$ cat config.mk
export PLATFORM = sky130hd
export DESIGN_NAME = debounced_trough_detector_top_flat
export DESIGN_NICKNAME = d
export VERILOG_FILES = /design/src/design/dtd_pkg.sv /design/src/design/dtd_stream_if.sv /design/src/design/debounced_trough_detector_top.sv /design/src/design/dtd_core.sv /design/src/flat_wrapper.sv
export SDC_FILE = /design/constraint.sdc
export NUM_CORES = 1
export LEC_CHECK = 0
export BUFFER_PORTS_ARGS = -buffer_cell sky130_fd_sc_hd__buf_4
export CORE_MARGIN = 2
export CORE_UTILIZATION = 35
export CTS_CLUSTER_DIAMETER = 50
export CTS_CLUSTER_SIZE = 10
export DETAILED_ROUTE_END_ITERATION = 10
export GPL_TIMING_DRIVEN = 0
export MAX_ROUTING_LAYER = met4
export SYNTH_ARGS = -nofsm -noshare
export SYNTH_HDL_FRONTEND = slang
export SYNTH_SLANG_ARGS = --single-unit
$ cat constraint.sdc
create_clock -name clk -period 5.5 [get_ports clk]
set_input_delay 0.275 -clock clk [delete_from_list [all_inputs] [get_ports clk]]
set_output_delay 0.275 -clock clk [all_outputs]
set_load 0.005 [all_outputs]
$ cat src/design/dtd_pkg.sv
// Shared types and constants for the debounced trough detector.
`default_nettype none

package dtd_pkg;

	// Widths fixed by the register map and the result format
	localparam int CFG_IDX_W  = 2;
	localparam int CFG_DATA_W = 16;
	localparam int THR_W      = 16;
	localparam int LIMIT_W    = 4;
	localparam int HYST_W     = 15;
	localparam int IDX_W      = 10;

	// Register indexes of the configuration port
	localparam logic [CFG_IDX_W-1:0] REG_FALL_THRESHOLD   = 2'd0;
	localparam logic [CFG_IDX_W-1:0] REG_DEBOUNCE_LIMIT   = 2'd1;
	localparam logic [CFG_IDX_W-1:0] REG_NOISE_HYSTERESIS = 2'd2;
	localparam logic [CFG_IDX_W-1:0] REG_SEED_FROM_FIRST  = 2'd3;

	// Reset values: -0.03, 2 rises, 0.002, seed with zero
	localparam logic signed [THR_W-1:0] FALL_THRESHOLD_RST   = -16'sd983;
	localparam logic [LIMIT_W-1:0]      DEBOUNCE_LIMIT_RST   = 4'd2;
	localparam logic [HYST_W-1:0]       NOISE_HYSTERESIS_RST = 15'd66;
	localparam logic                    SEED_FROM_FIRST_RST  = 1'b0;

	// Rise count saturates here
	localparam logic [LIMIT_W-1:0] RISE_MAX = 4'd15;

	typedef struct packed {
		logic signed [THR_W-1:0] fall_threshold;
		logic [LIMIT_W-1:0]      debounce_limit;
		logic [HYST_W-1:0]       noise_hysteresis;
		logic                    seed_from_first;
	} dtd_cfg_t;

endpackage

`default_nettype wire

$ cat src/design/dtd_stream_if.sv
// Valid/ready channels for sample items and result items.
`default_nettype none

interface dtd_in_if #(parameter int SAMPLE_BITS = 16);
	logic                          valid;
	logic                          ready;
	logic signed [SAMPLE_BITS-1:0] sample;
	logic                          window_start;
	logic                          window_end;

	modport source (output valid, sample, window_start, window_end, input ready);
	modport sink (input valid, sample, window_start, window_end, output ready);
endinterface

interface dtd_out_if #(parameter int SAMPLE_BITS = 16);
	logic                          valid;
	logic                          ready;
	logic                          found;
	logic [9:0]                    trough_index;
	logic signed [SAMPLE_BITS-1:0] trough_value;

	modport source (output valid, found, trough_index, trough_value, input ready);
	modport sink (input valid, found, trough_index, trough_value, output ready);
endinterface

`default_nettype wire

$ cat src/design/debounced_trough_detector_top.sv
// Top level of the debounced trough detector: configuration, core and result register.
`default_nettype none

// Takes one sample item per clock on the samples channel and answers each window with one
// result item on the results channel, registered in the cycle after the window's last sample.
// An item is accepted in every cycle unless a finished result is held and not taken; the
// rate is set by the single output register. A result gives whether a trough was found, its
// offset from the window's first sample (low 10 bits) and its value; with no trough, the
// offset is 0 and the value is the seed (first sample or zero). Samples outside an open
// window are dropped. Write the configuration only while the block is idle.
module debounced_trough_detector_top import dtd_pkg::*; #(
	parameter int MAX_WINDOW  = 1024,
	parameter int SAMPLE_BITS = 16
) (
	input  logic                  clk,
	input  logic                  arst_n,
	dtd_in_if.sink                samples,
	dtd_out_if.source             results,
	input  logic                  cfg_we,
	input  logic [CFG_IDX_W-1:0]  cfg_index,
	input  logic [CFG_DATA_W-1:0] cfg_wdata
);

	dtd_cfg_t cfg_q;

	logic                          step;
	logic                          emit;
	logic                          found;
	logic [IDX_W-1:0]              index;
	logic signed [SAMPLE_BITS-1:0] value;

	logic                          res_valid_q;
	logic                          res_found_q;
	logic [IDX_W-1:0]              res_index_q;
	logic signed [SAMPLE_BITS-1:0] res_value_q;

	// Write configuration registers
	always_ff @(posedge clk or negedge arst_n) begin
		if (!arst_n) begin
			cfg_q.fall_threshold   <= FALL_THRESHOLD_RST;
			cfg_q.debounce_limit   <= DEBOUNCE_LIMIT_RST;
			cfg_q.noise_hysteresis <= NOISE_HYSTERESIS_RST;
			cfg_q.seed_from_first  <= SEED_FROM_FIRST_RST;
		end else if (cfg_we) begin
			case (cfg_index)
				REG_FALL_THRESHOLD:   cfg_q.fall_threshold   <= $signed(cfg_wdata[THR_W-1:0]);
				REG_DEBOUNCE_LIMIT:   cfg_q.debounce_limit   <= cfg_wdata[LIMIT_W-1:0];
				REG_NOISE_HYSTERESIS: cfg_q.noise_hysteresis <= cfg_wdata[HYST_W-1:0];
				REG_SEED_FROM_FIRST:  cfg_q.seed_from_first  <= cfg_wdata[0];
				default: ;
			endcase
		end
	end

	// Accept while the result register is empty or being emptied
	assign samples.ready = !res_valid_q || results.ready;
	assign step          = samples.valid && samples.ready;

	dtd_core #(
		.MAX_WINDOW  (MAX_WINDOW),
		.SAMPLE_BITS (SAMPLE_BITS)
	) u_core (
		.clk       (clk),
		.arst_n    (arst_n),
		.cfg       (cfg_q),
		.step      (step),
		.sample    (samples.sample),
		.win_start (samples.window_start),
		.win_end   (samples.window_end),
		.emit      (emit),
		.found     (found),
		.index     (index),
		.value     (value)
	);

	// Hold the result until taken
	always_ff @(posedge clk or negedge arst_n) begin
		if (!arst_n) begin
			res_valid_q <= 1'b0;
		end else if (emit) begin
			res_valid_q <= 1'b1;
		end else if (results.ready) begin
			res_valid_q <= 1'b0;
		end
	end

	always_ff @(posedge clk) begin
		if (emit) begin
			res_found_q <= found;
			res_index_q <= index;
			res_value_q <= value;
		end
	end

	assign results.valid        = res_valid_q;
	assign results.found        = res_found_q;
	assign results.trough_index = res_index_q;
	assign results.trough_value = res_value_q;

`ifndef ASSERT_OFF
	// A window without a trough reports offset zero
	a_no_trough_index: assert property (@(posedge clk) disable iff (!arst_n)
		(results.valid && !results.found) |-> (results.trough_index == '0))
		else $error("result without trough carries a nonzero offset");

	// A one-sample window answers in the next cycle, with nothing found
	a_single_sample: assert property (@(posedge clk) disable iff (!arst_n)
		(step && samples.window_start && samples.window_end)
		|=> (results.valid && !results.found))
		else $error("one-sample window did not give an empty result");

	// A sample that does not close a window produces no new result
	a_open_no_result: assert property (@(posedge clk) disable iff (!arst_n)
		(step && !samples.window_end && !(res_valid_q && !results.ready))
		|=> !results.valid)
		else $error("result appeared without a window end");
`endif

endmodule

`default_nettype wire

$ cat src/design/dtd_core.sv
// Search state and per-sample update of the trough detector.
`default_nettype none

module dtd_core import dtd_pkg::*; #(
	parameter int MAX_WINDOW  = 1024,
	parameter int SAMPLE_BITS = 16
) (
	input  logic                          clk,
	input  logic                          arst_n,
	input  dtd_cfg_t                      cfg,
	input  logic                          step,
	input  logic signed [SAMPLE_BITS-1:0] sample,
	input  logic                          win_start,
	input  logic                          win_end,
	output logic                          emit,
	output logic                          found,
	output logic [IDX_W-1:0]              index,
	output logic signed [SAMPLE_BITS-1:0] value
);

	localparam int PW = (MAX_WINDOW > 2) ? $clog2(MAX_WINDOW) : 1;
	localparam int IW = (PW > IDX_W) ? PW : IDX_W;
	localparam int AW = ((SAMPLE_BITS > THR_W) ? SAMPLE_BITS : THR_W) + 2;
	localparam logic [PW-1:0] POS_LAST = PW'(MAX_WINDOW - 1);

	logic                          tracking_q, tracking_n;
	logic [LIMIT_W-1:0]            rise_q, rise_n;
	logic [PW-1:0]                 cand_idx_q, cand_idx_n;
	logic signed [SAMPLE_BITS-1:0] cand_val_q, cand_val_n;
	logic                          cand_valid_q, cand_valid_n;
	logic [PW-1:0]                 conf_idx_q, conf_idx_n;
	logic signed [SAMPLE_BITS-1:0] conf_val_q, conf_val_n;
	logic                          conf_found_q, conf_found_n;
	logic signed [SAMPLE_BITS-1:0] prev_q, prev_n;
	logic [PW-1:0]                 pos_q, pos_n;
	logic                          have_prev_q, have_prev_n;

	logic signed [AW-1:0] slope;
	logic signed [AW-1:0] rise_level;
	logic [PW-1:0]        res_pos;
	logic [IW-1:0]        res_pos_ext;

	// Slope to the next sample and the rise level above the candidate
	assign slope      = AW'(sample) - AW'(prev_q);
	assign rise_level = AW'(cand_val_q) + AW'($signed({1'b0, cfg.noise_hysteresis}));

	// Work out the state after this sample
	always_comb begin
		tracking_n   = tracking_q;
		rise_n       = rise_q;
		cand_idx_n   = cand_idx_q;
		cand_val_n   = cand_val_q;
		cand_valid_n = cand_valid_q;
		conf_idx_n   = conf_idx_q;
		conf_val_n   = conf_val_q;
		conf_found_n = conf_found_q;
		prev_n       = prev_q;
		pos_n        = pos_q;
		have_prev_n  = (win_start || have_prev_q) && !win_end;
		if (win_start) begin
			tracking_n   = 1'b0;
			rise_n       = '0;
			cand_idx_n   = '0;
			cand_val_n   = '0;
			cand_valid_n = 1'b0;
			conf_idx_n   = '0;
			conf_val_n   = cfg.seed_from_first ? sample : '0;
			conf_found_n = 1'b0;
			prev_n       = sample;
			pos_n        = '0;
		end else if (have_prev_q) begin
			if (!tracking_q) begin
				if (slope < AW'(cfg.fall_threshold)) begin
					cand_idx_n   = pos_q;
					cand_val_n   = prev_q;
					cand_valid_n = 1'b1;
					rise_n       = '0;
					tracking_n   = 1'b1;
				end
			end else begin
				if (prev_q < cand_val_q && prev_q < conf_val_q) begin
					cand_idx_n = pos_q;
					cand_val_n = prev_q;
					rise_n     = '0;
				end else if (AW'(prev_q) > rise_level) begin
					if (rise_q != RISE_MAX) begin
						rise_n = rise_q + 1'b1;
					end
				end
				if (rise_n >= cfg.debounce_limit) begin
					conf_idx_n   = cand_idx_n;
					conf_val_n   = cand_val_n;
					conf_found_n = 1'b1;
					tracking_n   = 1'b0;
				end
			end
			if (pos_q != POS_LAST) begin
				pos_n = pos_q + 1'b1;
			end
			prev_n = sample;
		end
	end

	// Pick the confirmed trough, else the tracked one, else the seed
	always_comb begin
		emit    = step && win_end && (win_start || have_prev_q);
		found   = conf_found_n || cand_valid_n;
		res_pos = '0;
		value   = conf_val_n;
		if (conf_found_n) begin
			res_pos = conf_idx_n;
		end else if (cand_valid_n) begin
			res_pos = cand_idx_n;
			value   = cand_val_n;
		end
	end

	assign res_pos_ext = IW'(res_pos);
	assign index       = res_pos_ext[IDX_W-1:0];

	// Advance the state on every accepted item
	always_ff @(posedge clk or negedge arst_n) begin
		if (!arst_n) begin
			tracking_q   <= 1'b0;
			rise_q       <= '0;
			cand_idx_q   <= '0;
			cand_val_q   <= '0;
			cand_valid_q <= 1'b0;
			conf_idx_q   <= '0;
			conf_val_q   <= '0;
			conf_found_q <= 1'b0;
			prev_q       <= '0;
			pos_q        <= '0;
			have_prev_q  <= 1'b0;
		end else if (step) begin
			tracking_q   <= tracking_n;
			rise_q       <= rise_n;
			cand_idx_q   <= cand_idx_n;
			cand_val_q   <= cand_val_n;
			cand_valid_q <= cand_valid_n;
			conf_idx_q   <= conf_idx_n;
			conf_val_q   <= conf_val_n;
			conf_found_q <= conf_found_n;
			prev_q       <= prev_n;
			pos_q        <= pos_n;
			have_prev_q  <= have_prev_n;
		end
	end

endmodule

`default_nettype wire

$ cat src/flat_wrapper.sv
// flat-port wrapper written by rule: the top's interface ports become plain ports
module debounced_trough_detector_top_flat import dtd_pkg::*;
#(
	parameter int MAX_WINDOW  = 1024,
	parameter int SAMPLE_BITS = 16
)
  (clk, arst_n, cfg_we, cfg_index, cfg_wdata, samples_valid, samples_sample, samples_window_start, samples_window_end, samples_ready, results_valid, results_found, results_trough_index, results_trough_value, results_ready);
  dtd_in_if #(.SAMPLE_BITS(SAMPLE_BITS)) samples_i ();
  dtd_out_if #(.SAMPLE_BITS(SAMPLE_BITS)) results_i ();
  input  logic clk;
  input  logic arst_n;
  input  logic cfg_we;
  input  logic [CFG_IDX_W-1:0] cfg_index;
  input  logic [CFG_DATA_W-1:0] cfg_wdata;
  input wire logic [$bits(samples_i.valid)-1:0] samples_valid;
  input wire logic [$bits(samples_i.sample)-1:0] samples_sample;
  input wire logic [$bits(samples_i.window_start)-1:0] samples_window_start;
  input wire logic [$bits(samples_i.window_end)-1:0] samples_window_end;
  output wire logic [$bits(samples_i.ready)-1:0] samples_ready;
  output wire logic [$bits(results_i.valid)-1:0] results_valid;
  output wire logic [$bits(results_i.found)-1:0] results_found;
  output wire logic [$bits(results_i.trough_index)-1:0] results_trough_index;
  output wire logic [$bits(results_i.trough_value)-1:0] results_trough_value;
  input wire logic [$bits(results_i.ready)-1:0] results_ready;
  assign samples_i.valid = samples_valid;
  assign samples_i.sample = samples_sample;
  assign samples_i.window_start = samples_window_start;
  assign samples_i.window_end = samples_window_end;
  assign samples_ready = samples_i.ready;
  assign results_valid = results_i.valid;
  assign results_found = results_i.found;
  assign results_trough_index = results_i.trough_index;
  assign results_trough_value = results_i.trough_value;
  assign results_i.ready = results_ready;
  debounced_trough_detector_top #(.MAX_WINDOW(MAX_WINDOW), .SAMPLE_BITS(SAMPLE_BITS)) u_core (.clk(clk), .arst_n(arst_n), .samples(samples_i), .results(results_i), .cfg_we(cfg_we), .cfg_index(cfg_index), .cfg_wdata(cfg_wdata));
endmodule
==> results.toml <==
[outcome]
status = "finished with violations"
violations = "setup timing"

[route]
vias = 8132
route.detailed.drc = 0
via_per_inst = 5.37
ant_nets = 0
drt_first_pass_iters = 5
wl_mm = 27.4
wl_per_cell_um = 18.1
drtIter0Drc = 500

[logic_synthesis]
post-synth-top-count-cell = "dfrtp_1"
synth_top_flop_cell = "dfrtp_1"
ys_types = 75
synth_nets = 1144
synthCells = 1001
ys_ff_latch = 150
synth_top_area_share = 0.281
synth_common_cells = "dfrtp_1 (111), ha_1 (100), inv_1 (80)"
ys_top_cells_by_area = "dfrtp_1 (28%), ha_1 (13%), edfxtp_1 (8.2%), mux2i_1 (4.4%), mux2_2 (4.2%)"
syn_avg_cell_area_um2 = 9.87
ys_seq_area_frac = 0.395
synth_enable_flop_cells = 27
synth_async_sr_flop_share = 0.820
ys_warn_count = 0
syn-cell-area_um2 = 9880
synth_top_area_cell = "dfrtp_1"

[global_route]
grt_pass1_wl_mm = 42.0
antenna_found_initial = 0
grt_usage = 0.190
grt_pass1_vias = 7783
overflow = 0
grt_start_max_net_pins = 78

[clock_tree]
clkTransAtPathRegs_ps = 70
cts-root-buf = "clkbuf_16"
clk_latency_ps = 440
numCtsBuffers = 17
cts_tree = "done"
cts_buffer_depth = 2
cts.sinks = 150
cts_max_level = 4

[pwr]
leakage_uw = 0.00534
power_uw = 4890
switching_share = 0.404
p_int_uw = 2920
pwr-share-clk = 0.246
power.switching_uw = 1980
ir_worst_vdd_uv = 248
p_per_area_nw_per_um2 = 388
pwr-share-seq = 0.315
p_comb_frac = 0.439

[die]
num_rows = 61
dieArea_um2 = 29600
die_y_um = 172
core_area_um2 = 27800
initial_core_util = 0.356
die_w_um = 172
boundaryPins = 70

[finish]
syn_to_final_growth_pct = 27.6
fin_nets = 1265
drive_gt1_frac = 0.256
antenna_cells = 0
finalNonFillerCells = 1513

[job]
maxCapViolCount = 0

[placed_design]
io_buffers = 69
dpl_worst_slack_ps = -1480
hpwl_mm = 19.4
numPlacedInstances = 1450
finalWeightedCongestion = 0.879

[worst_setup_path]
cpMaxStageDelayCell = "dfstp_2"
startpoint_type = "register"
crit_path_max_fanout = 10
crit_arrival_ps = 6070
slowest_delay_ps = 590
cp.required_ps = 5750
worstSetupEndpointType = "register"
worstSetupPathType = "reg -> reg"

[sta]
fmaxAchievable_mhz = 172
slew_violations = 0
tightestPinTransition_ps = 884
worst_slack_ps = -315
rsz0062_at_grt = "true"
maxSlewHeadroom = 0.407
finClkSkew_ps = 15.6
setup_viol = 42
hold_viol = 0
fin_crit_ps = 5820
fin_crit_sh = 1.06
worst_hold_slack_ps = 13.4

[worst_hold_path]
hold_class = "in -> reg"
==> per-layer routing <==
metal  GRT usage  share of wire
met1       0.253           0.48
met2       0.298           0.46
met3      0.0259          0.039
met4      0.0672          0.025
met5           -              0
==> worst paths after layout <==
check | cells past startpoint | end | slack (ps) | startpoint
setup / recovery | 29 | u_core.results.trough_value[8]$_DFFE_PP_ | -320 | u_core.cfg_q[2]$_DFFE_PN1P_
hold / removal | 2 | u_core.u_core.have_prev_q$_DFFE_PN0P_ | 10 | samples_window_end
hold reg to reg | 2 | u_core.u_core.conf_idx_q[6]$_DFFE_PN0P_ | 480 | u_core.u_core.conf_idx_q[6]$_DFFE_PN0P_
max in group asynchronous | 3 | u_core.cfg_q[20]$_DFFE_PN1P_ | 4380 | arst_n
min in group asynchronous | 2 | u_core.u_core.conf_val_q[14]$_DFFE_PN0P_ | 330 | arst_n
setup reg to reg | 29 | u_core.results.trough_value[8]$_DFFE_PP_ | -320 | u_core.cfg_q[2]$_DFFE_PN1P_
==> power by group through the flow <==
stage | clock, µW | sequential (µW) | combinational, µW
floorplan | 0 | 1450 | 1380
finish | 1200 | 1540 | 2150
global placement | 0 | 1520 | 1780
detailed placement | 0 | 1530 | 1820
global route | 1260 | 1560 | 2390
CTS | 1220 | 1520 | 1970
==> placed cells by master (no fill, tap or decap), types with 6 or more instances in the layout <==
cell type    n
a21o_1      13
a21oi_1     48
a221oi_4    14
a22o_1      41
and3_1      12
buf_4       91
buf_6        7
clkbuf_1    22
clkbuf_16   19
dfrtp_1    108
dfstp_2     12
edfxtp_1    27
ha_1        97
inv_1       78
inv_8        6
mux2_2      37
mux2i_1     38
nand2_1     77
nand2b_1     9
nand3_1     22
nand4_1      7
nor2_1      47
nor2_2       7
nor2b_1      9
nor3_1      12
o21a_1      10
o21ai_0     51
o21ai_1     23
o31ai_1     12
o32ai_4      8
xnor2_1     14
xor2_1      14
==> per-stage QoR <==
step / setup TNS, ps / util / area [µm²]
after global routing: -18960 / 0.454 / 12600
after CTS: -5350 / 0.433 / 12000
after detailed placement: -57730 / 0.394 / 10900
after floorplan: 0 / - / 9890
final: -6770 / 0.454 / 12600
after global placement: -58040 / 0.392 / 10900
==> area by class of cell <==
type,count,area (µm²)
fillers,2612,15200
multi-input cells,730,6180
flip-flops and latches,150,3910
repair buffers,103,886
well taps,378,473
clock buffers,17,425
inverters,81,304
plain buffers,39,256
clock inverters,15,176
==> critical path, delay by kind of cell (launching register included) <==
| kind | cells | cell delay (ps) |
|---|---|---|
| mux | 1 | 240 |
| xor+xnor | 1 | 140 |
| fa+ha+maj | 3 | 850 |
| compound gates | 11 | 1980 |
| buf+inv | 4 | 600 |
| simple gates | 9 | 1180 |
| flops | 1 | 590 |
==> sequential cells by signal (all words and copies together) (netlist names), 10 cells and up <==
| name | cells |
|---|---|
| u_core.u_core.conf_idx_q | 10 |
| u_core.u_core.prev_q | 16 |
| u_core.u_core.conf_val_q | 16 |
| u_core.results.trough_value | 16 |
| u_core.u_core.cand_idx_q | 10 |
| u_core.u_core.cand_val_q | 16 |
| u_core.u_core.pos_q | 10 |
| u_core.cfg_q | 36 |
| u_core.results.trough_index | 10 |
==> cell families after synthesis <==
group | Yosys count | synth area share
AO/OA/AOI/OAI | 279 | 0.196
adder cells (fa/ha/maj) | 102 | 0.131
AND/OR/NAND/NOR | 240 | 0.118
buffers and inverters | 122 | 0.0501
multiplexers | 80 | 0.0857
flip-flops | 150 | 0.395
XOR/XNOR | 28 | 0.0248
==> timing repair <==
action | CTS | global route
pin swaps | 32 | 39
buffers inserted | 18 | 11
resized for setup | 72 | 82
gates cloned | 1 | 3
endpoints found under the setup margin | 59 | 79
hold buffers | 1 | 0
hold endpoints to repair | 46 | 0
No activity file was read; power rests on OpenSTA's default activity.
